<file path="src/rtl/mh2_pkg.sv">
// mh2_pkg: shared types, constants and helpers for the streaming murmurhash2 block
// used by mh2_ctrl, mh2_datapath and the top level; no dependencies

package mh2_pkg;

  localparam int unsigned WordW = 32;
  localparam int unsigned NbW   = 3;
  localparam int unsigned InW   = 72;  // 67 payload bits padded to whole bytes

  localparam logic [WordW-1:0] MurM = 32'h5bd1e995;
  localparam int unsigned MurR  = 24;
  localparam int unsigned AvSh1 = 13;
  localparam int unsigned AvSh2 = 15;

  localparam logic [NbW-1:0] NbNone = 3'd0;
  localparam logic [NbW-1:0] NbFull = 3'd4;

  // controller states
  typedef enum logic [2:0] {
    ST_IDLE,
    ST_K1,
    ST_K2,
    ST_HMIX,
    ST_TAIL,
    ST_AV,
    ST_OUT
  } state_e;

  // datapath operations
  typedef enum logic [2:0] {
    OP_NONE,
    OP_LOAD,
    OP_K_MUL1,
    OP_K_MUL2,
    OP_H_MIX,
    OP_TAIL,
    OP_AV,
    OP_OUT
  } op_e;

  typedef struct packed {
    op_e  op;
    logic sel_len;  // on load: seed hash from the length field
  } cmd_t;

  // byte mask of the valid part of a word, counts above four saturate
  function automatic logic [WordW-1:0] byte_mask(input logic [NbW-1:0] nb);
    logic [WordW-1:0] m;
    case (nb)
      3'd0:    m = 32'h0000_0000;
      3'd1:    m = 32'h0000_00ff;
      3'd2:    m = 32'h0000_ffff;
      3'd3:    m = 32'h00ff_ffff;
      default: m = 32'hffff_ffff;
    endcase
    return m;
  endfunction

endpackage

</file>
<file path="src/rtl/mh2_datapath.sv">
// mh2_datapath: hash and key registers around one shared multiply-by-m unit
// plus the output register; depends on mh2_pkg

module mh2_datapath (
  input  logic                      clk_i,
  input  mh2_pkg::cmd_t             cmd_i,
  input  logic [mh2_pkg::WordW-1:0] data_word_i,
  input  logic [mh2_pkg::NbW-1:0]   valid_bytes_i,
  input  logic [mh2_pkg::WordW-1:0] total_length_i,
  output logic [mh2_pkg::WordW-1:0] hash_value_o
);
  import mh2_pkg::*;

  logic [WordW-1:0]   h_q, h_d;
  logic [WordW-1:0]   k_q, k_d;
  logic [WordW-1:0]   res_q, res_d;
  logic [WordW-1:0]   mul_a;
  logic [WordW-1:0]   prod;

  // operand select for the shared multiplier
  always_comb begin
    case (cmd_i.op)
      OP_K_MUL2: mul_a = k_q ^ (k_q >> MurR);
      OP_H_MIX:  mul_a = h_q;
      OP_TAIL:   mul_a = h_q ^ k_q;
      OP_AV:     mul_a = h_q ^ (h_q >> AvSh1);
      default:   mul_a = k_q;
    endcase
  end

  // only the low word of the product is kept
  assign prod = mul_a * MurM;

  always_comb begin
    h_d   = h_q;
    k_d   = k_q;
    res_d = res_q;
    case (cmd_i.op) inside
      OP_LOAD: begin
        h_d = cmd_i.sel_len ? total_length_i : h_q;
        k_d = data_word_i & byte_mask(valid_bytes_i);
      end
      OP_K_MUL1, OP_K_MUL2: k_d = prod;
      OP_H_MIX:             h_d = prod ^ k_q;
      OP_TAIL, OP_AV:       h_d = prod;
      OP_OUT:               res_d = h_q ^ (h_q >> AvSh2);
      default: ;
    endcase
  end

  always_ff @(posedge clk_i) begin
    h_q   <= h_d;
    k_q   <= k_d;
    res_q <= res_d;
  end

  assign hash_value_o = res_q;

endmodule

</file>
<file path="src/rtl/mh2_ctrl.sv">
// mh2_ctrl: sequencer for one item at a time and the output valid flag
// depends on mh2_pkg; drives mh2_datapath through cmd_t

module mh2_ctrl (
  input  logic                    clk_i,
  input  logic                    rst_ni,
  input  logic                    in_valid_i,
  output logic                    in_ready_o,
  input  logic                    first_i,
  input  logic                    last_i,
  input  logic [mh2_pkg::NbW-1:0] valid_bytes_i,
  output logic                    out_valid_o,
  input  logic                    out_ready_i,
  output mh2_pkg::cmd_t           cmd_o
);
  import mh2_pkg::*;

  state_e state_q, state_d;
  logic   in_msg_q, in_msg_d;
  logic   last_q, last_d;
  logic   out_valid_q, out_valid_d;
  logic   in_acc, take, out_free;

  assign in_ready_o = (state_q == ST_IDLE);
  assign in_acc     = in_valid_i && in_ready_o;
  assign take       = in_acc && (first_i || in_msg_q);
  assign out_free   = !out_valid_q || out_ready_i;

  // next state
  always_comb begin
    state_d = state_q;
    unique case (state_q) inside
      ST_IDLE: begin
        if (take) begin
          if (valid_bytes_i >= NbFull) state_d = ST_K1;
          else if (valid_bytes_i != NbNone) state_d = ST_TAIL;
          else if (last_i) state_d = ST_AV;
          else state_d = ST_IDLE;
        end
      end
      ST_K1:   state_d = ST_K2;
      ST_K2:   state_d = ST_HMIX;
      ST_HMIX, ST_TAIL: begin
        state_d = last_q ? ST_AV : ST_IDLE;
      end
      ST_AV:   state_d = ST_OUT;
      ST_OUT: begin
        if (out_free) state_d = ST_IDLE;
      end
      default: state_d = ST_IDLE;
    endcase
  end

  // outputs and flags
  always_comb begin
    cmd_o.op      = OP_NONE;
    cmd_o.sel_len = first_i;
    in_msg_d      = in_msg_q;
    last_d        = last_q;
    out_valid_d   = out_valid_q && !out_ready_i;
    unique case (state_q)
      ST_IDLE: begin
        if (take) begin
          cmd_o.op = OP_LOAD;
          in_msg_d = 1'b1;
          last_d   = last_i;
        end
      end
      ST_K1:   cmd_o.op = OP_K_MUL1;
      ST_K2:   cmd_o.op = OP_K_MUL2;
      ST_HMIX: cmd_o.op = OP_H_MIX;
      ST_TAIL: cmd_o.op = OP_TAIL;
      ST_AV:   cmd_o.op = OP_AV;
      ST_OUT: begin
        if (out_free) begin
          cmd_o.op    = OP_OUT;
          out_valid_d = 1'b1;
          in_msg_d    = 1'b0;
        end
      end
      default: ;
    endcase
  end

  always_ff @(posedge clk_i or negedge rst_ni) begin
    if (!rst_ni) begin
      state_q     <= ST_IDLE;
      in_msg_q    <= 1'b0;
      last_q      <= 1'b0;
      out_valid_q <= 1'b0;
    end else begin
      state_q     <= state_d;
      in_msg_q    <= in_msg_d;
      last_q      <= last_d;
      out_valid_q <= out_valid_d;
    end
  end

  assign out_valid_o = out_valid_q;

endmodule

</file>
<file path="src/rtl/murmur2_hash32_stream_top.sv">
// murmur2_hash32_stream_top: streaming 32-bit murmurhash2, seed 0
// depends on mh2_pkg, mh2_ctrl and mh2_datapath
//
// usage
// - slave channel carries one message word per transfer, first byte in the
//   low bits; tuser marks the first word (hash seeded with total_length),
//   tlast marks the last word, after which one hash transfer follows
// - a word with one to three valid bytes is mixed as a tail
// - words that arrive with no open message and no first flag are dropped
// - master channel carries the finished 32-bit hash
// timing
// - all multiplies by m go through one shared 32x32 multiplier, one per
//   cycle, so a full word passes through load, K1, K2 and HMIX, a tail
//   through load and TAIL, a word with no bytes only through load, and
//   the last item adds AV and OUT
// - after the last word, OUT waits until the output register is free,
//   then loads the hash and sets the valid flag
// - the hash sits in an output register; a stalled receiver holds the block
//   only when a second hash is finished before the first has been taken
// reset
// - rst_ni is asynchronous, active low; no message is open afterward and
//   the master channel shows no transfer

module murmur2_hash32_stream_top (
  input  logic        clk_i,
  input  logic        rst_ni,
  input  logic        s_axis_tvalid,
  output logic        s_axis_tready,
  input  logic [71:0] s_axis_tdata,  // data_word[31:0], valid_bytes[34:32],
                                     // total_length[66:35], zeros[71:67]
  input  logic [0:0]  s_axis_tuser,  // first_item[0]
  input  logic        s_axis_tlast,  // last_item
  output logic        m_axis_tvalid,
  input  logic        m_axis_tready,
  output logic [31:0] m_axis_tdata   // hash_value[31:0]
);
  import mh2_pkg::*;

  cmd_t             cmd;
  logic [WordW-1:0] data_word;
  logic [NbW-1:0]   valid_bytes;
  logic [WordW-1:0] total_length;

  // unpack the slave payload
  assign data_word    = s_axis_tdata[31:0];
  assign valid_bytes  = s_axis_tdata[34:32];
  assign total_length = s_axis_tdata[66:35];

  mh2_ctrl u_ctrl (
    .clk_i         (clk_i),
    .rst_ni        (rst_ni),
    .in_valid_i    (s_axis_tvalid),
    .in_ready_o    (s_axis_tready),
    .first_i       (s_axis_tuser[0]),
    .last_i        (s_axis_tlast),
    .valid_bytes_i (valid_bytes),
    .out_valid_o   (m_axis_tvalid),
    .out_ready_i   (m_axis_tready),
    .cmd_o         (cmd)
  );

  mh2_datapath u_dp (
    .clk_i          (clk_i),
    .cmd_i          (cmd),
    .data_word_i    (data_word),
    .valid_bytes_i  (valid_bytes),
    .total_length_i (total_length),
    .hash_value_o   (m_axis_tdata)
  );

endmodule

</file>
<file path="config.mk">
export PLATFORM = sky130hd
export DESIGN_NAME = murmur2_hash32_stream_top
export DESIGN_NICKNAME = d
export VERILOG_FILES = /design/src/rtl/mh2_pkg.sv /design/src/rtl/mh2_datapath.sv /design/src/rtl/mh2_ctrl.sv /design/src/rtl/murmur2_hash32_stream_top.sv
export SDC_FILE = /design/constraint.sdc
export NUM_CORES = 1
export LEC_CHECK = 0
export BUFFER_PORTS_ARGS = -buffer_cell sky130_fd_sc_hd__buf_4
export CAP_MARGIN = 0
export CORE_UTILIZATION = 50
export CTS_CLUSTER_SIZE = 14
export DETAILED_ROUTE_END_ITERATION = 6
export HOLD_SLACK_MARGIN = 0.1
export PLACE_DENSITY = 0.78
export SLEW_MARGIN = 40
export SYNTH_ARGS = -nofsm -noshare
export SYNTH_HDL_FRONTEND = slang
export SYNTH_SLANG_ARGS = --single-unit
</file>
<file path="constraint.sdc">
create_clock -name clk_i -period 13.69 [get_ports clk_i]
set_input_delay 0.6845 -clock clk_i [delete_from_list [all_inputs] [get_ports clk_i]]
set_output_delay 0.6845 -clock clk_i [all_outputs]
set_load 0.005 [all_outputs]
</file>
==> results of run 1 <==
Yosys cell counts, types with 4 or more instances:
| master | number |
|---|---|
| buf_4 | 4 |
| a22oi_1 | 6 |
| clkbuf_1 | 31 |
| o221ai_1 | 11 |
| buf_1 | 7 |
| and2_1 | 7 |
| a211oi_1 | 11 |
| a22o_1 | 12 |
| a31oi_1 | 9 |
| a21o_1 | 19 |
| xnor2_1 | 44 |
| mux2i_1 | 7 |
| nand3_1 | 22 |
| edfxtp_1 | 96 |
| nor3_1 | 25 |
| nand2_1 | 111 |
| a21oi_1 | 82 |
| dfrtp_1 | 6 |
| o22ai_1 | 7 |
| fa_1 | 178 |
| ha_1 | 215 |
| buf_2 | 4 |
| inv_1 | 356 |
| a221oi_1 | 12 |
| o21a_1 | 5 |
| nor2b_1 | 11 |
| xor2_1 | 51 |
| o21ai_0 | 81 |
| nor2_1 | 68 |
| nand2b_1 | 9 |
| a221o_1 | 12 |
| or2_2 | 4 |
| nor3b_1 | 5 |
layer usage:
layer | share of wire [%] | up-vias | global-route usage (%)
li1 | - | 5384 | -
met1 | 41 | 5808 | 37.46
met2 | 47 | 635 | 44.43
met3 | 8.3 | 107 | 3.351
met4 | 3.8 | 0 | 10.43
met5 | 0 | - | 0
area by class of cell:
type / count / area (µm²) / area share [%]
flip-flops and latches: 102 / 3034 / 18.39
clock buffers: 10 / 229.0 / 1.387
clock inverters: 6 / 52.55 / 0.3184
repair buffers: 126 / 943.4 / 5.716
multi-input cells: 1070 / 10420 / 63.14
inverters: 358 / 1344 / 8.143
well taps: 384 / 480.5 / 2.911
sequential cells by signal (all words and copies together) (netlist names):
register	cells
u_ctrl.in_msg_q	1
u_ctrl.last_q	1
u_ctrl.out_valid_o	1
u_ctrl.state_q	3
u_dp.h_q	32
u_dp.hash_value_o	32
u_dp.k_q	32
cells by family after synthesis:
kind of cell	Yosys count	synth area share (%)
XOR/XNOR	97	5.869
buffers and inverters	405	10.36
multiplexers	8	0.5442
AND/OR/NAND/NOR	274	8.204
flip-flops	102	20.29
AO/OA/AOI/OAI	298	12.89
adder cells (fa/ha/maj)	393	41.84
final timing paths:
check	from	end	slack, ps	cells after the start
setup / recovery	u_ctrl.state_q[1]	u_dp.h_q[31]	3770	31
hold / removal	rst_ni	u_ctrl.state_q[1]	130	1
setup reg to reg	u_ctrl.state_q[1]	u_dp.h_q[31]	3770	31
hold reg to reg	u_ctrl.in_msg_q	u_ctrl.in_msg_q	530	2
max in group asynchronous	rst_ni	u_ctrl.state_q[0]	13420	1
min in group clk_i	u_ctrl.in_msg_q	u_ctrl.in_msg_q	530	2
per-stage QoR:
| step | instance area [µm²] | utilization, % | setup WS, ps |
|---|---|---|---|
| floorplan | 14950 | - | 5142 |
| global placement | 16190 | 55.66 | 3777 |
| detailed placement | 16220 | 55.75 | 3953 |
| CTS | 16500 | 56.71 | 3906 |
| global route | 16500 | 56.73 | 3318 |
| finish | 16500 | 56.73 | 3765 |
worst max-delay path: cells and delay by family (launching register included):
| kind | cells | cell delay (ps) |
|---|---|---|
| AO/OA/AOI/OAI | 8 | 2320 |
| buffers and inverters | 8 | 1200 |
| XOR/XNOR | 2 | 460 |
| AND/OR/NAND/NOR | 4 | 1400 |
| adder cells (fa/ha/maj) | 9 | 3930 |
| flip-flops | 1 | 320 |
==> run summary, run 1 <==
Num CTS Buffers: 9
Clock buffer depth: 2
Max-cap viol count: 0
Sequential-to-total area share from yosys stat: 20.29%
Detail Placement HPWL: 33,000 µm
Port Buf Inserts: 106
Post-synth EDFFs: 96
Die X: 174.9 µm
Avg WL per Cell: 19.75 µm
Synth warn: 0
Worst-Skew Late Latency: 360 ps
CP required: 13,780 ps
Root Buffer: clkbuf_16
Via Count: 11,934
Startpoint types: flop
Crit-path slowest cell: nand2b_2
Cell count after placement: 2,039
Min Tclk post-route: 9925 ps
Fin. max-slew vios: 0
Residual DRC: 0
Htree depth: 3
Final setup violation count: 0
Critical Path Most Common Cell: inv_1
Yosys reg bits: 102
Post-route setup TNS: 0 ps
Worst EP arrival: 10,020 ps
Layout cell share with drive strength beyond 1: 9.988%
Area contributors post-synth: fa_1 (24%), edfxtp_1 (19%), ha_1 (18%)
Filler instances: 2,455
Crit end category: flop
Die area: 30,590 µm²
WL final: 40,620 µm
Row cnt: 62
Worst stage delay on the critical path: 630 ps
CTS tree: yes
Hold Path Class: in -> async
Fmax: 100.8 MHz
Total track usage: 27.37%
Post-CTS Resized: 0
Initial cell density of the core: 51.38%
Synth Instances: 1,577
Post-DRT Antenna Nets: 0
First-pass GRT wire length: 64,250 µm
RSZ-0062 raised after global routing: no
Synth Flop Type: edfxtp_1
Vias in the first global route: 11,936
Fin crit share: 72.50%
Critical-path maximum fanout: 49
Postcts setup bufs: 0
Vias per cell: 5.804
Post-Syn Area per Cell: 9.477 µm²
Slew margin rel.: 37.95%
Clock sink count: 102
Synth-to-Final Area Change: 10.42%
CP Class: reg -> reg
Commonest cells after routing, fill and taps aside: inv_1 (356), ha_1 (215), fa_1 (178), buf_4 (125), nand2_1 (111)
Yosys top cell area share: 23.84%
WHS: 133.2 ps
# hold bufs at CTS: 0
# IOs: 112
Leading area contributor after synthesis: fa_1
Ant diodes: 0
Net count, final: 2,138
Outcome: complete, no violations
Largest net degree at the start of global routing: 65
Drt initial violations: 1,209
Core area: 29,090 µm²
DR pass1 iterations: 5
Post-synthesis cell type count: 61
Async SR Flop Fraction: 5.882%
GRT overflow: 0
Final Hold Fails: 0
Final Non-Filler Cells: 2,056
Synth Net Count: 2,048
GP Congestion: 0.9343
Most common cell after layout, fill and taps aside: inv_1
Least-Margin Pin Slew: 922.8 ps
Clk_skew: 15.10 ps
Die Ht: 174.9 µm
Synthesized area: 14,950 µm²
Clk pin slew, worst setup/hold paths: 70 ps
Initial antenna violation count: 0
Power of run 1 is left out: the tool's default activity adds up to more than one toggle a clock period on the data nets, which glitch-free logic cannot reach.
==> run 2: changes to the inputs <==
==> constraint.sdc (replaced) <==
create_clock -name clk_i -period 9.9 [get_ports clk_i]
set_input_delay 0.495 -clock clk_i [delete_from_list [all_inputs] [get_ports clk_i]]
set_output_delay 0.495 -clock clk_i [all_outputs]
set_load 0.005 [all_outputs]
==> run summary, run 2 (synthesis results as in run 1) <==
Port Buf Inserts: 106
Post-DRT Antenna Nets: 0
Die X: 174.9 µm
Drt initial violations: 985
Crit-path slowest cell: a221oi_1
Net count, final: 2,155
First-pass GRT wire length: 65,520 µm
Crit end category: flop
Placed Area: 16,340 µm²
Fin. max-slew vios: 0
Fin crit share: 93.26%
Clk pin slew, worst setup/hold paths: 80 ps
Ant diodes: 0
Least-Margin Pin Slew: 845.2 ps
Outcome: complete, no violations
Synth-to-Final Area Change: 11.39%
Worst-Skew Late Latency: 360 ps
Root Buffer: clkbuf_16
CP Class: reg -> reg
Critical Path Most Common Cell: inv_1
Vias per cell: 5.700
Die Ht: 174.9 µm
DR pass1 iterations: 6
Row cnt: 62
Startpoint types: flop
Initial cell density of the core: 51.38%
Largest net degree at the start of global routing: 44
Core area: 29,090 µm²
Die area: 30,590 µm²
# IOs: 112
Commonest cells after routing, fill and taps aside: inv_1 (356), ha_1 (215), fa_1 (178), buf_4 (141), nand2_1 (111)
Final instance area: 16,650 µm²
Via Count: 11,817
CTS tree: yes
WL final: 41,360 µm
Launch point of the worst hold path: s_axis_tlast
Worst reg2reg startpoint: u_ctrl.state_q[1]
Clk_skew: 12.48 ps
Post-route setup TNS: 0 ps
CP required: 10,000 ps
RSZ-0062 raised after global routing: no
Worst EP arrival: 9330 ps
Hold Path Class: in -> reg
Detail Placement HPWL: 33,970 µm
GP Congestion: 0.9604
Fmax: 108.3 MHz
Vias in the first global route: 11,998
Slew margin rel.: 43.66%
Layout cell share with drive strength beyond 1: 10.89%
Htree depth: 3
Max-cap viol count: 0
Critical-path maximum fanout: 15
CP Launch Point: u_ctrl.state_q[1]
Final Hold Fails: 0
Residual DRC: 0
Clock buffer depth: 2
Clock sink count: 102
Total track usage: 27.91%
Final setup violation count: 0
Initial antenna violation count: 0
Worst stage delay on the critical path: 760 ps
Min Tclk post-route: 9233 ps
Avg WL per Cell: 19.95 µm
Num CTS Buffers: 9
Post-CTS Resized: 0
GRT overflow: 0
Most common cell after layout, fill and taps aside: inv_1
==> run 2: layer usage <==
layer / vias to the layer above / track usage [%] / wire, µm
met1: 5813 / 38.81 / 17430
li1: 5414 / - / -
met5: - / 0 / 0
met2: 510 / 45.60 / 19620
met3: 80 / 2.937 / 3020
met4: 0 / 9.275 / 1284
==> run 2: final cells by class <==
type / count / area (µm²)
multi-input cells: 1070 / 10410
fillers: 2486 / 12440
well taps: 384 / 480.5
inverters: 358 / 1344
repair buffers: 143 / 1089
flip-flops and latches: 102 / 3034
clock inverters: 7 / 66.31
clock buffers: 9 / 225.2
==> run 2: worst max-delay path, delay by kind of cell (launching register included) <==
kind	cells	cell delay, ps
compound gates	6	2070
buf+inv	9	1240
fa+ha+maj	8	3570
xor+xnor	2	460
flops	1	460
simple gates	4	1160
==> run 2: per-stage QoR <==
step,utilization (%),std cells,worst slack (ps),hold WS (ps)
after floorplan,-,1577,1352,199.4
after CTS,57.21,2073,791.9,356.2
after detailed placement,56.17,2056,831.0,312.4
after global routing,57.23,2073,304.5,381.0
final,57.23,2073,666.8,364.7
after global placement,56.14,2056,980.1,311.3
==> run 2: path summary, 6_finish.rpt <==
check | endpoint | cells past startpoint | slack, ps
worst min register to register | u_ctrl.in_msg_q | 2 | 520
worst max register to register | u_dp.h_q[31] | 29 | 670
worst min-delay path | u_ctrl.last_q | 3 | 360
worst max-delay path | u_dp.h_q[31] | 29 | 670
max in group asynchronous | u_ctrl.state_q[0] | 2 | 9280
min in group asynchronous | u_ctrl.state_q[1] | 2 | 480
==> run 2: what timing repair did <==
item                                   4_1_cts  5_1_grt
endpoints found under the hold margin        6        0
setup buffers                                0        0
hold buffers                                 1        0
Power of run 2 is left out for the same reason.
